--- config.mk ---
export PLATFORM = sky130hd
export DESIGN_NAME = playfair_digraph_encrypt_core
export DESIGN_NICKNAME = d
export VERILOG_FILES = /design/src/rtl/pfenc_pkg.sv /design/src/rtl/playfair_digraph_encrypt_core.sv
export SDC_FILE = /design/constraint.sdc
export NUM_CORES = 1
export LEC_CHECK = 0
export ABC_AREA = 1
export BUFFER_PORTS_ARGS = -buffer_cell sky130_fd_sc_hd__clkbuf_2
export CORE_MARGIN = 1.5
export CORE_UTILIZATION = 35
export DETAILED_ROUTE_END_ITERATION = 10
export GPL_TIMING_DRIVEN = 1
export PLACE_DENSITY_LB_ADDON = 0.08
export SETUP_SLACK_MARGIN = 0.02
export SLEW_MARGIN = 10
export SYNTH_ARGS = -nofsm -noshare
export SYNTH_HDL_FRONTEND = slang
export SYNTH_SLANG_ARGS = --single-unit
--- constraint.sdc ---
create_clock -name clk -period 3.99 [get_ports clk]
set_input_delay 0.798 -clock clk [delete_from_list [all_inputs] [get_ports clk]]
set_output_delay 0.798 -clock clk [all_outputs]
set_load 0.1 [all_outputs]
--- src/rtl/pfenc_pkg.sv ---
`timescale 1ns / 1ps
// Package for the Playfair digraph encryption core.
// Holds payload structs, square layout constants and letter codes; no dependencies.
package pfenc_pkg;

    localparam int SIDE      = 5;
    localparam int ENTRIES   = SIDE * SIDE;
    localparam int CODE_W    = 5;
    localparam int POS_W     = 3;
    localparam int CFG_W     = 50;
    localparam int CFG_IDX_W = 2;
    localparam int LOW_N     = 10;
    localparam int MID_N     = 10;
    localparam int HIGH_N    = 5;
    localparam int HIGH_W    = HIGH_N * CODE_W;

    localparam logic [CODE_W-1:0] CODE_I = 5'd8;
    localparam logic [CODE_W-1:0] CODE_J = 5'd9;
    localparam logic [CODE_W-1:0] CODE_X = 5'd23;

    localparam logic [CFG_IDX_W-1:0] REG_SQUARE_LOW  = 2'd0;
    localparam logic [CFG_IDX_W-1:0] REG_SQUARE_MID  = 2'd1;
    localparam logic [CFG_IDX_W-1:0] REG_SQUARE_HIGH = 2'd2;

    localparam logic [CFG_W-1:0]  SQUARE_LOW_RST  = 50'd71472062881930;
    localparam logic [CFG_W-1:0]  SQUARE_MID_RST  = 50'd651440652819653;
    localparam logic [HIGH_W-1:0] SQUARE_HIGH_RST = 25'd26990227;

    typedef logic [ENTRIES-1:0][CODE_W-1:0] square_t;

    typedef struct packed {
        logic [CODE_W-1:0] letter;
        logic              end_of_text;
    } in_item_t;

    typedef struct packed {
        logic [CODE_W-1:0] cipher_letter;
        logic              pair_last;
    } out_item_t;

    typedef struct packed {
        logic [POS_W-1:0] row;
        logic [POS_W-1:0] col;
    } pos_t;

endpackage

--- src/rtl/playfair_digraph_encrypt_core.sv ---
`timescale 1ns / 1ps
// Playfair digraph encryption core: pairing, lookup, substitution and output buffer.
// Depends on pfenc_pkg.
//
// Takes one plaintext letter per cycle while in_ready is high; returns ciphertext one
// letter per transfer. A letter that opens a pair is held; the letter that closes it
// (or an end-of-text letter with nothing held, padded with X) moves the pair into a pair
// register. Parallel square compares and corner/neighbor selection on it give two
// cipher letters in the result register, which delivers them over two transfers.
// Sustained rate is one letter per cycle while out_ready is high; the result register,
// sending two letters per pair, is what limits it when pairs are padded by end of text.
// The user must write the key square through the configuration port only while the
// core is idle; the core itself does not enforce it.
module playfair_digraph_encrypt_core
    import pfenc_pkg::*;
(
    input  logic                 clk,
    input  logic                 rst_n,
    input  logic                 in_valid,
    output logic                 in_ready,
    input  in_item_t             in_item,
    output logic                 out_valid,
    input  logic                 out_ready,
    output out_item_t            out_item,
    input  logic                 cfg_write,
    input  logic [CFG_IDX_W-1:0] cfg_index,
    input  logic [CFG_W-1:0]     cfg_data
);

    // Locate a code in the square; lowest entry wins, no match gives entry 0.
    function automatic pos_t find_pos(input square_t sq, input logic [CODE_W-1:0] code);
        pos_t p;
        p = '0;
        for (int r = SIDE - 1; r >= 0; r--) begin
            for (int c = SIDE - 1; c >= 0; c--) begin
                if (sq[r * SIDE + c] == code) begin
                    p.row = POS_W'(r);
                    p.col = POS_W'(c);
                end
            end
        end
        return p;
    endfunction

    // Read the square entry at a row and column.
    function automatic logic [CODE_W-1:0] read_sq(input square_t sq, input pos_t p);
        logic [CODE_W-1:0] v;
        v = '0;
        for (int r = 0; r < SIDE; r++) begin
            for (int c = 0; c < SIDE; c++) begin
                if (p.row == POS_W'(r) && p.col == POS_W'(c)) begin
                    v = sq[r * SIDE + c];
                end
            end
        end
        return v;
    endfunction

    function automatic logic [POS_W-1:0] wrap_inc(input logic [POS_W-1:0] v);
        return (v == POS_W'(SIDE - 1)) ? '0 : v + POS_W'(1);
    endfunction

    logic [CFG_W-1:0]  sq_low_reg;
    logic [CFG_W-1:0]  sq_mid_reg;
    logic [HIGH_W-1:0] sq_high_reg;
    square_t           square;

    logic              holding_reg, holding_next;
    logic [CODE_W-1:0] held_reg, held_next;

    logic              pair_valid_reg, pair_valid_next;
    logic [CODE_W-1:0] pair_a_reg, pair_a_next;
    logic [CODE_W-1:0] pair_b_reg, pair_b_next;

    logic              out_valid_reg, out_valid_next;
    logic              out_second_reg, out_second_next;
    logic [CODE_W-1:0] out_a_reg, out_a_next;
    logic [CODE_W-1:0] out_b_reg, out_b_next;

    logic              in_xfer;
    logic              out_xfer;
    logic              out_free;
    logic              pair_move;
    logic              pair_free;
    logic              forms_pair;
    logic [CODE_W-1:0] norm_letter;
    pos_t              pos_a, pos_b, enc_a, enc_b;

    // Configuration registers
    always_ff @(posedge clk or negedge rst_n) begin
        if (!rst_n) begin
            sq_low_reg  <= SQUARE_LOW_RST;
            sq_mid_reg  <= SQUARE_MID_RST;
            sq_high_reg <= SQUARE_HIGH_RST;
        end else if (cfg_write) begin
            case (cfg_index)
                REG_SQUARE_LOW:  sq_low_reg  <= cfg_data;
                REG_SQUARE_MID:  sq_mid_reg  <= cfg_data;
                REG_SQUARE_HIGH: sq_high_reg <= cfg_data[HIGH_W-1:0];
                default: ;
            endcase
        end
    end

    // Unpack the square into entries, row-major
    always_comb begin
        for (int k = 0; k < LOW_N; k++) begin
            square[k] = sq_low_reg[k * CODE_W +: CODE_W];
        end
        for (int k = 0; k < MID_N; k++) begin
            square[LOW_N + k] = sq_mid_reg[k * CODE_W +: CODE_W];
        end
        for (int k = 0; k < HIGH_N; k++) begin
            square[LOW_N + MID_N + k] = sq_high_reg[k * CODE_W +: CODE_W];
        end
    end

    // Handshake and stage flow
    assign norm_letter = (in_item.letter == CODE_J) ? CODE_I : in_item.letter;
    assign out_xfer    = out_valid_reg && out_ready;
    assign out_free    = !out_valid_reg || (out_xfer && out_second_reg);
    assign pair_move   = pair_valid_reg && out_free;
    assign pair_free   = !pair_valid_reg || pair_move;
    assign forms_pair  = holding_reg || in_item.end_of_text;
    assign in_ready    = pair_free || !forms_pair;
    assign in_xfer     = in_valid && in_ready;

    // Encrypt the pair register
    always_comb begin
        pos_a = find_pos(square, pair_a_reg);
        pos_b = find_pos(square, pair_b_reg);
        if (pos_a.row == pos_b.row) begin
            enc_a.row = pos_a.row;
            enc_a.col = wrap_inc(pos_a.col);
            enc_b.row = pos_b.row;
            enc_b.col = wrap_inc(pos_b.col);
        end else if (pos_a.col == pos_b.col) begin
            enc_a.row = wrap_inc(pos_a.row);
            enc_a.col = pos_a.col;
            enc_b.row = wrap_inc(pos_b.row);
            enc_b.col = pos_b.col;
        end else begin
            enc_a.row = pos_a.row;
            enc_a.col = pos_b.col;
            enc_b.row = pos_b.row;
            enc_b.col = pos_a.col;
        end
    end

    // Next state: hold first letters, form pairs, advance results
    always_comb begin
        holding_next    = holding_reg;
        held_next       = held_reg;
        pair_valid_next = pair_valid_reg;
        pair_a_next     = pair_a_reg;
        pair_b_next     = pair_b_reg;
        out_valid_next  = out_valid_reg;
        out_second_next = out_second_reg;
        out_a_next      = out_a_reg;
        out_b_next      = out_b_reg;

        // Advance within the result register
        if (out_xfer) begin
            if (out_second_reg) begin
                out_valid_next  = 1'b0;
                out_second_next = 1'b0;
            end else begin
                out_second_next = 1'b1;
            end
        end

        // Move the pair into the result register
        if (pair_move) begin
            out_valid_next  = 1'b1;
            out_second_next = 1'b0;
            out_a_next      = read_sq(square, enc_a);
            out_b_next      = read_sq(square, enc_b);
            pair_valid_next = 1'b0;
        end

        // Take the input letter
        if (in_xfer) begin
            if (holding_reg) begin
                pair_valid_next = 1'b1;
                pair_a_next     = held_reg;
                pair_b_next     = norm_letter;
                holding_next    = 1'b0;
                held_next       = '0;
            end else if (in_item.end_of_text) begin
                pair_valid_next = 1'b1;
                pair_a_next     = norm_letter;
                pair_b_next     = CODE_X;
            end else begin
                holding_next = 1'b1;
                held_next    = norm_letter;
            end
        end
    end

    // Control registers
    always_ff @(posedge clk or negedge rst_n) begin
        if (!rst_n) begin
            holding_reg    <= 1'b0;
            held_reg       <= '0;
            pair_valid_reg <= 1'b0;
            out_valid_reg  <= 1'b0;
            out_second_reg <= 1'b0;
        end else begin
            holding_reg    <= holding_next;
            held_reg       <= held_next;
            pair_valid_reg <= pair_valid_next;
            out_valid_reg  <= out_valid_next;
            out_second_reg <= out_second_next;
        end
    end

    // Payload registers
    always_ff @(posedge clk) begin
        pair_a_reg <= pair_a_next;
        pair_b_reg <= pair_b_next;
        out_a_reg  <= out_a_next;
        out_b_reg  <= out_b_next;
    end

    // Drive the result port
    assign out_valid              = out_valid_reg;
    assign out_item.cipher_letter = out_second_reg ? out_b_reg : out_a_reg;
    assign out_item.pair_last     = out_second_reg;

endmodule
# Word-level counts from Yosys, hierarchy flattened
# Cells that the tools add are included.
[word_totals]
reg_bits = 154
input_bits = 63
out_inout_bits = 8
[op_classes]
n_mux = 128
addsub = 4
n_eq_ne = 76
reduce_logical = 75
[op_table]
columns = ["cell", "count"]
rows = [
  ["$mux 6", 54],
  ["$mux 5", 58],
  ["$eq 5x5->1", 50],
  ["$logic_and 1x1->1", 54],
  ["$eq 3x2->1 const B", 8],
  ["$eq 3x3->1 const B", 8],
  ["$add 3x1->3 const B", 4],
  ["$eq 3x1->1 const B", 4],
  ["$logic_not 3->1", 4],
  ["$mux 1", 12],
  ["$mux 3", 4],
  ["$reduce_and 2->1", 6],
  ["$eq 3x3->1", 2],
  ["$reduce_bool 2->1", 3],
  ["$eq 5x4->1 const B", 1],
  ["$logic_or 1x1->1", 4],
  ["$logic_not 1->1", 3],
  ["$eq 2x1->1 const B", 1],
  ["$eq 2x2->1 const B", 1],
  ["$logic_not 2->1", 1],
  ["$ne 2x1->1 const B", 1],
]

# Depth between registers and ports, before layout
[depth]
word_depth = 57
depth_mapped = 50

# Worst setup path after synthesis
# No wires, ideal clock.
[synth_path]
path_kind = "register -> register"
from = "register pair_b_reg[3]"
to = "register out_b_reg[3] (data pin)"
n_path_buf = 2
arrival_ns = 3.767
required_time_ns = 3.738
path_stages_with_launch = 43
setup_slack_ns = -0.029
setup_time_ns = 0.252
cell_sequence = "edfxtp_1 -> buf_4 -> buf_6 -> xor2_1 -> nor4_4 -> a31oi_1 -> nand2_1 -> nand2_1 -> nand2_1 -> nand2_1 -> nand2_1 -> nand2_1 -> nand2_1 -> nand2_1 -> nand2_1 -> nand2_1 -> nand2_1 -> nand2_1 -> [... 7 more ...] -> nor2_1 -> inv_1 -> nor2_2 -> inv_2 -> o21ai_0 -> inv_1 -> nand2_1 -> nand4_1 -> o21ai_1 -> nand3_1 -> nand2_1 -> nand3_1 -> nand2_1 -> nand3_1 -> nand2_1 -> nand4_1 -> nand2_1 -> nand2_1"
[synth_via]
elab_chain_cells = 57
word_cells_on_any_way = 120
classes_between = "add/sub (2); eq/ne (37); mux (54); reduce/logical (27)"
[synth_rtl]
columns = ["item", "line_no", "source"]
rows = [
  ["from (decl)", "playfair_digraph_encrypt_core.sv:73", "logic [CODE_W-1:0] pair_b_reg, pair_b_next;"],
  ["from (signal assigned)", "playfair_digraph_encrypt_core.sv:220", "pair_b_reg <= pair_b_next;"],
  ["$eq 5x5->1", "playfair_digraph_encrypt_core.sv:36", "if (sq[r * SIDE + c] == code) begin"],
  ["$mux 6 (24 in a row)", "playfair_digraph_encrypt_core.sv:36", ""],
  ["$mux 6 *", "playfair_digraph_encrypt_core.sv:36", ""],
  ["$add 3x1->3 / $eq 3x3->1 (equally long branches)", "playfair_digraph_encrypt_core.sv:60", "return (v == POS_W'(SIDE - 1)) ? '0 : v + POS_W'(1);"],
  ["$mux 3", "playfair_digraph_encrypt_core.sv:60", ""],
  ["$mux 6", "playfair_digraph_encrypt_core.sv:137", "end else if (pos_a.col == pos_b.col) begin"],
  ["$mux 6 *", "playfair_digraph_encrypt_core.sv:132", "if (pos_a.row == pos_b.row) begin"],
  ["$logic_not 3->1", "playfair_digraph_encrypt_core.sv:51", "if (p.row == POS_W'(r) && p.col == POS_W'(c)) begin"],
  ["$logic_and 1x1->1", "playfair_digraph_encrypt_core.sv:51", ""],
  ["$mux 5 (24 in a row)", "playfair_digraph_encrypt_core.sv:51", ""],
  ["$mux 5 *", "playfair_digraph_encrypt_core.sv:51", ""],
  ["to (signal assigned)", "playfair_digraph_encrypt_core.sv:222", "out_b_reg <= out_b_next;"],
  ["to (decl)", "playfair_digraph_encrypt_core.sv:78", "logic [CODE_W-1:0] out_b_reg, out_b_next;"],
]
# Every way passes the cells marked *; elsewhere a longest branch is shown, timed or not.
# A chain may end at the register's enable or synchronous reset.

# Worst setup path in the final report
[layout_path]
from = "register pair_b_reg[2]"
to = "register out_a_reg[3] (data pin)"
[layout_via]
elab_chain_cells = 56
word_cells_on_any_way = 114
classes_between = "eq/ne (35); mux (52); reduce/logical (27)"
[layout_rtl]
columns = ["item", "line_no", "source"]
rows = [
  ["$eq 5x5->1", "playfair_digraph_encrypt_core.sv:36", ""],
  ["$mux 6 (24 in a row)", "playfair_digraph_encrypt_core.sv:36", ""],
  ["$mux 6 *", "playfair_digraph_encrypt_core.sv:36", ""],
  ["$eq 3x3->1", "playfair_digraph_encrypt_core.sv:137", ""],
  ["$mux 6", "playfair_digraph_encrypt_core.sv:137", ""],
  ["$mux 6 *", "playfair_digraph_encrypt_core.sv:132", ""],
  ["$logic_not 3->1", "playfair_digraph_encrypt_core.sv:51", ""],
  ["$logic_and 1x1->1", "playfair_digraph_encrypt_core.sv:51", ""],
  ["$mux 5 (24 in a row)", "playfair_digraph_encrypt_core.sv:51", ""],
  ["$mux 5 *", "playfair_digraph_encrypt_core.sv:51", ""],
  ["to (signal assigned)", "playfair_digraph_encrypt_core.sv:221", "out_a_reg <= out_a_next;"],
  ["to (decl)", "playfair_digraph_encrypt_core.sv:77", "logic [CODE_W-1:0] out_a_reg, out_a_next;"],
]
# Marked as above.

==> key figures <==
Drt
  • Final ANT Viol Nets: 0
  • Drt pass-1 iters: 5
  • DR WL/cell: 21.0 microns
  • Routed WL: 59,700 microns
  • Vias per Instance: 5.04
  • DR vias: 14.3k
  • DR iter-0 viols: 968
  • Number of remaining DRC errors: 0

Timing
  • Crit share post-route: 130%
  • Fin worst setup slack: -1.21 ns
  • Final Skew: 0.0147 ns
  • Final hold vios: 0
  • Final setup viols: 10
  • F_max: 192 MHz
  • Slew Viols, Final: 0
  • RSZ-0062 raised after global routing: true
  • Tightest Pin Transition: 1.06 ns
  • Worst hold margin: 0.339 ns
  • Tmin final: 5.20 ns
  • Slew margin rel.: 29.3%

Synth
  • Mapped Area: 12,800 sq um
  • Asr flop ratio synth: 87.0%
  • Sequential share of the synthesized area: 31.4%
  • Top cells by area, synth: nand2_1, dfrtp_1, dfstp_2
  • Syn_area_per_cell: 6.80 sq um
  • Post-synth top area cell: nand2_1
  • Syn. warnings: 0
  • Post-synthesis register bit count: 154
  • Synthesized Nets: 1,955
  • Top FF cell, synth: dfrtp_1
  • Synth top area share: 16.6%
  • Yosys cell types: 55
  • Post-synthesis cell count: 1,884
  • Number of enable flip-flop cells after synthesis: 20

Layout
  • Area delta synth->final: 41.5%
  • Non-Filler Instances: 2,844
  • Final #Nets: 2,441
  • Inserted Diodes: 0
  • Storage cell area: 4020 sq um
  • Fillers: 3,680
  • Fraction of final layout cells sized beyond drive strength 1: 33.0%
  • Area of the multi-input gates: 7800 sq um

Critical path
  • Critical Path Most Common Cell: nand2_1
  • R2R cell count: 35
  • Crit path capture: out_a_reg[3]
  • Slowest stage cell, crit path: edfxtp_1
  • R2r endpoint: out_a_reg[3]
  • R2R Path Start: pair_b_reg[2]
  • CP endpoint kind: flip-flop
  • CP Launch Type: flip-flop
  • FF-to-FF setup slack: -1.21 ns
  • Arrival time worst endpoint: 5.41 ns
  • Largest stage delay on the critical path: 0.49 ns
  • CP required: 4.20 ns
  • Crit path launch: pair_b_reg[2]
  • Crit path kind: reg -> reg
  • Worst Path Max Fanout: 6

Clocking
  • Worst-Skew Late Latency: 0.47 ns
  • H-tree depth: 4
  • Clk sink count: 154
  • CTS Buf Count: 17
  • Clock buffer depth: 2
  • CTS Root Cell: clkbuf_16
  • CTS tree: built
  • Reg clk slew, reported paths: 0.08 ns

Global routing
  • Largest net degree at the start of global routing: 101
  • Antenna violations before repair: 1
  • Vias in the first global route: 14.1k
  • First-pass GRT wire length: 88,800 microns
  • Total GRT Usage: 31.8%
  • Remaining Overflow, GRT: 0

Run status
  • Failing checks: negative setup slack
  • Outcome: finished with violations

Die
  • Initial Util: 35.8%
  • Die Area: 37,800 sq um
  • Die height: 194 microns
  • Num rows: 69
  • Core box area: 35,800 sq um
  • Io pins: 71
  • Chip Width: 194 microns

Hold path
  • Worst min-delay path class: in -> async

Placement
  • Gpl congestion: 0.964
  • Buffers on Ports: 70
  • Number of instances in the placed design: 2,774
  • Post-DP HPWL: 48,900 microns

Flow run
  • Max-cap violations: 0
kinds of logic after synthesis:
| family | synth area share (%) |
|---|---|
| xor gates and xnor gates | 12.6 |
| buffers and inverters | 10.6 |
| AOI/OAI and AO/OA | 8.99 |
| adders and majority gates | 0.781 |
| and+or+nand+nor | 35.7 |
| DFF | 31.4 |
Yosys cell counts (3+ instances only):
cell type and n:
clkbuf_1 27, a31oi_1 3, a21oi_2 3, or2_1 3, o31ai_1 3, xnor2_1 101, nor4_1 5, nor3_1 26
xor2_1 84, buf_4 17, inv_2 17, dfstp_2 55, and2_1 3, o21ai_1 14, clkinv_1 4, nor3_2 5
edfxtp_1 20, nor4_2 5, dfrtp_1 79, ha_1 8, o22ai_1 11, nor2_1 200, nor2_2 8, o21a_1 3
buf_6 18, nand3_2 8, a21oi_1 11, buf_2 9, a211oi_1 3, or2_2 3, o2111ai_1 3, nor2_4 8
nand4_1 100, nor3b_1 9, nand2_1 566, inv_1 211, nand3b_1 3, or2_0 3, o21ai_0 150, nand2_2 6
nand3_1 50
critical path: cells and delay by family (launching register included):
kind,cells,cell delay (ns)
simple gates,22,2.57
buf+inv,8,1.03
compound gates,4,0.68
flops,1,0.49
xor+xnor,1,0.14
per-layer routing:
metal,routed length (microns),track usage [%],share of wire (%),vias up
li1,-,-,-,6980
met1,26600,42.0,44,6782
met2,28000,53.1,47,492
met3,3120,4.25,5.2,87
met4,2070,11.5,3.5,0
met5,0,0,0,-
through the flow:
stage / setup slack, ns / TNS (ns) / util, % / instance area [sq um]
detailed placement: -1.47 / -13.41 / 46.7 / 16700
global route: -1.53 / -14.76 / 50.6 / 18100
global placement: -1.61 / -14.64 / 46.7 / 16700
finish: -1.21 / -11.56 / 50.6 / 18100
floorplan: -0.0220 / -0.0529 / - / 12800
CTS: -1.20 / -10.88 / 50.0 / 17900
how the worst min path moves through the flow:
| stage | from | endpoint | cells past startpoint |
|---|---|---|---|
| 2_1_floorplan | held_reg[1] | held_reg[1] | 2 |
| 3_3_place_gp | held_reg[3] | held_reg[3] | 2 |
| 3_5_place_dp | held_reg[2] | held_reg[2] | 2 |
| 4_1_cts | rst_n | sq_mid_reg[40] | 1 |
| 5_1_grt | rst_n | sq_mid_reg[40] | 1 |
| 6_report | rst_n | sq_mid_reg[40] | 1 |
final cells by class:
class | instances | area share, %
multi-input combinational | 1426 | 43.0
tap | 461 | 3.18
sequential | 154 | 22.2
clock buffer | 17 | 2.35
timing repair buffer | 538 | 23.3
clock inverter | 15 | 1.10
inverter | 233 | 4.91
placed cells by master, fill, tap and decap left out, types with 11 or more instances in the layout:
cell type	instances
nand3_2	17
xnor2_1	97
clkbuf_16	17
nand2_1	547
dfrtp_1	79
nor2_4	13
nand2_2	24
nor2_2	34
o22ai_1	11
o21ai_1	13
nand3_1	38
buf_12	22
nor2_1	169
buf_6	15
edfxtp_1	20
inv_2	18
nor3_1	21
clkbuf_2	69
buf_4	431
nand4_1	100
xor2_1	84
dfstp_2	55
o21ai_0	147
inv_1	208
repair_timing:
item / 4_1_cts / 5_1_grt
pin swaps: 37 / 14
cloned: 1 / 0
buffers inserted: 27 / 10
hold buffers: 0 / 0
resized for setup: 81 / 38
setup endpoints to repair: 10 / 10
Power is not shown: default switching activity piles up to over one toggle a cycle in this logic, so the estimate is an artifact.
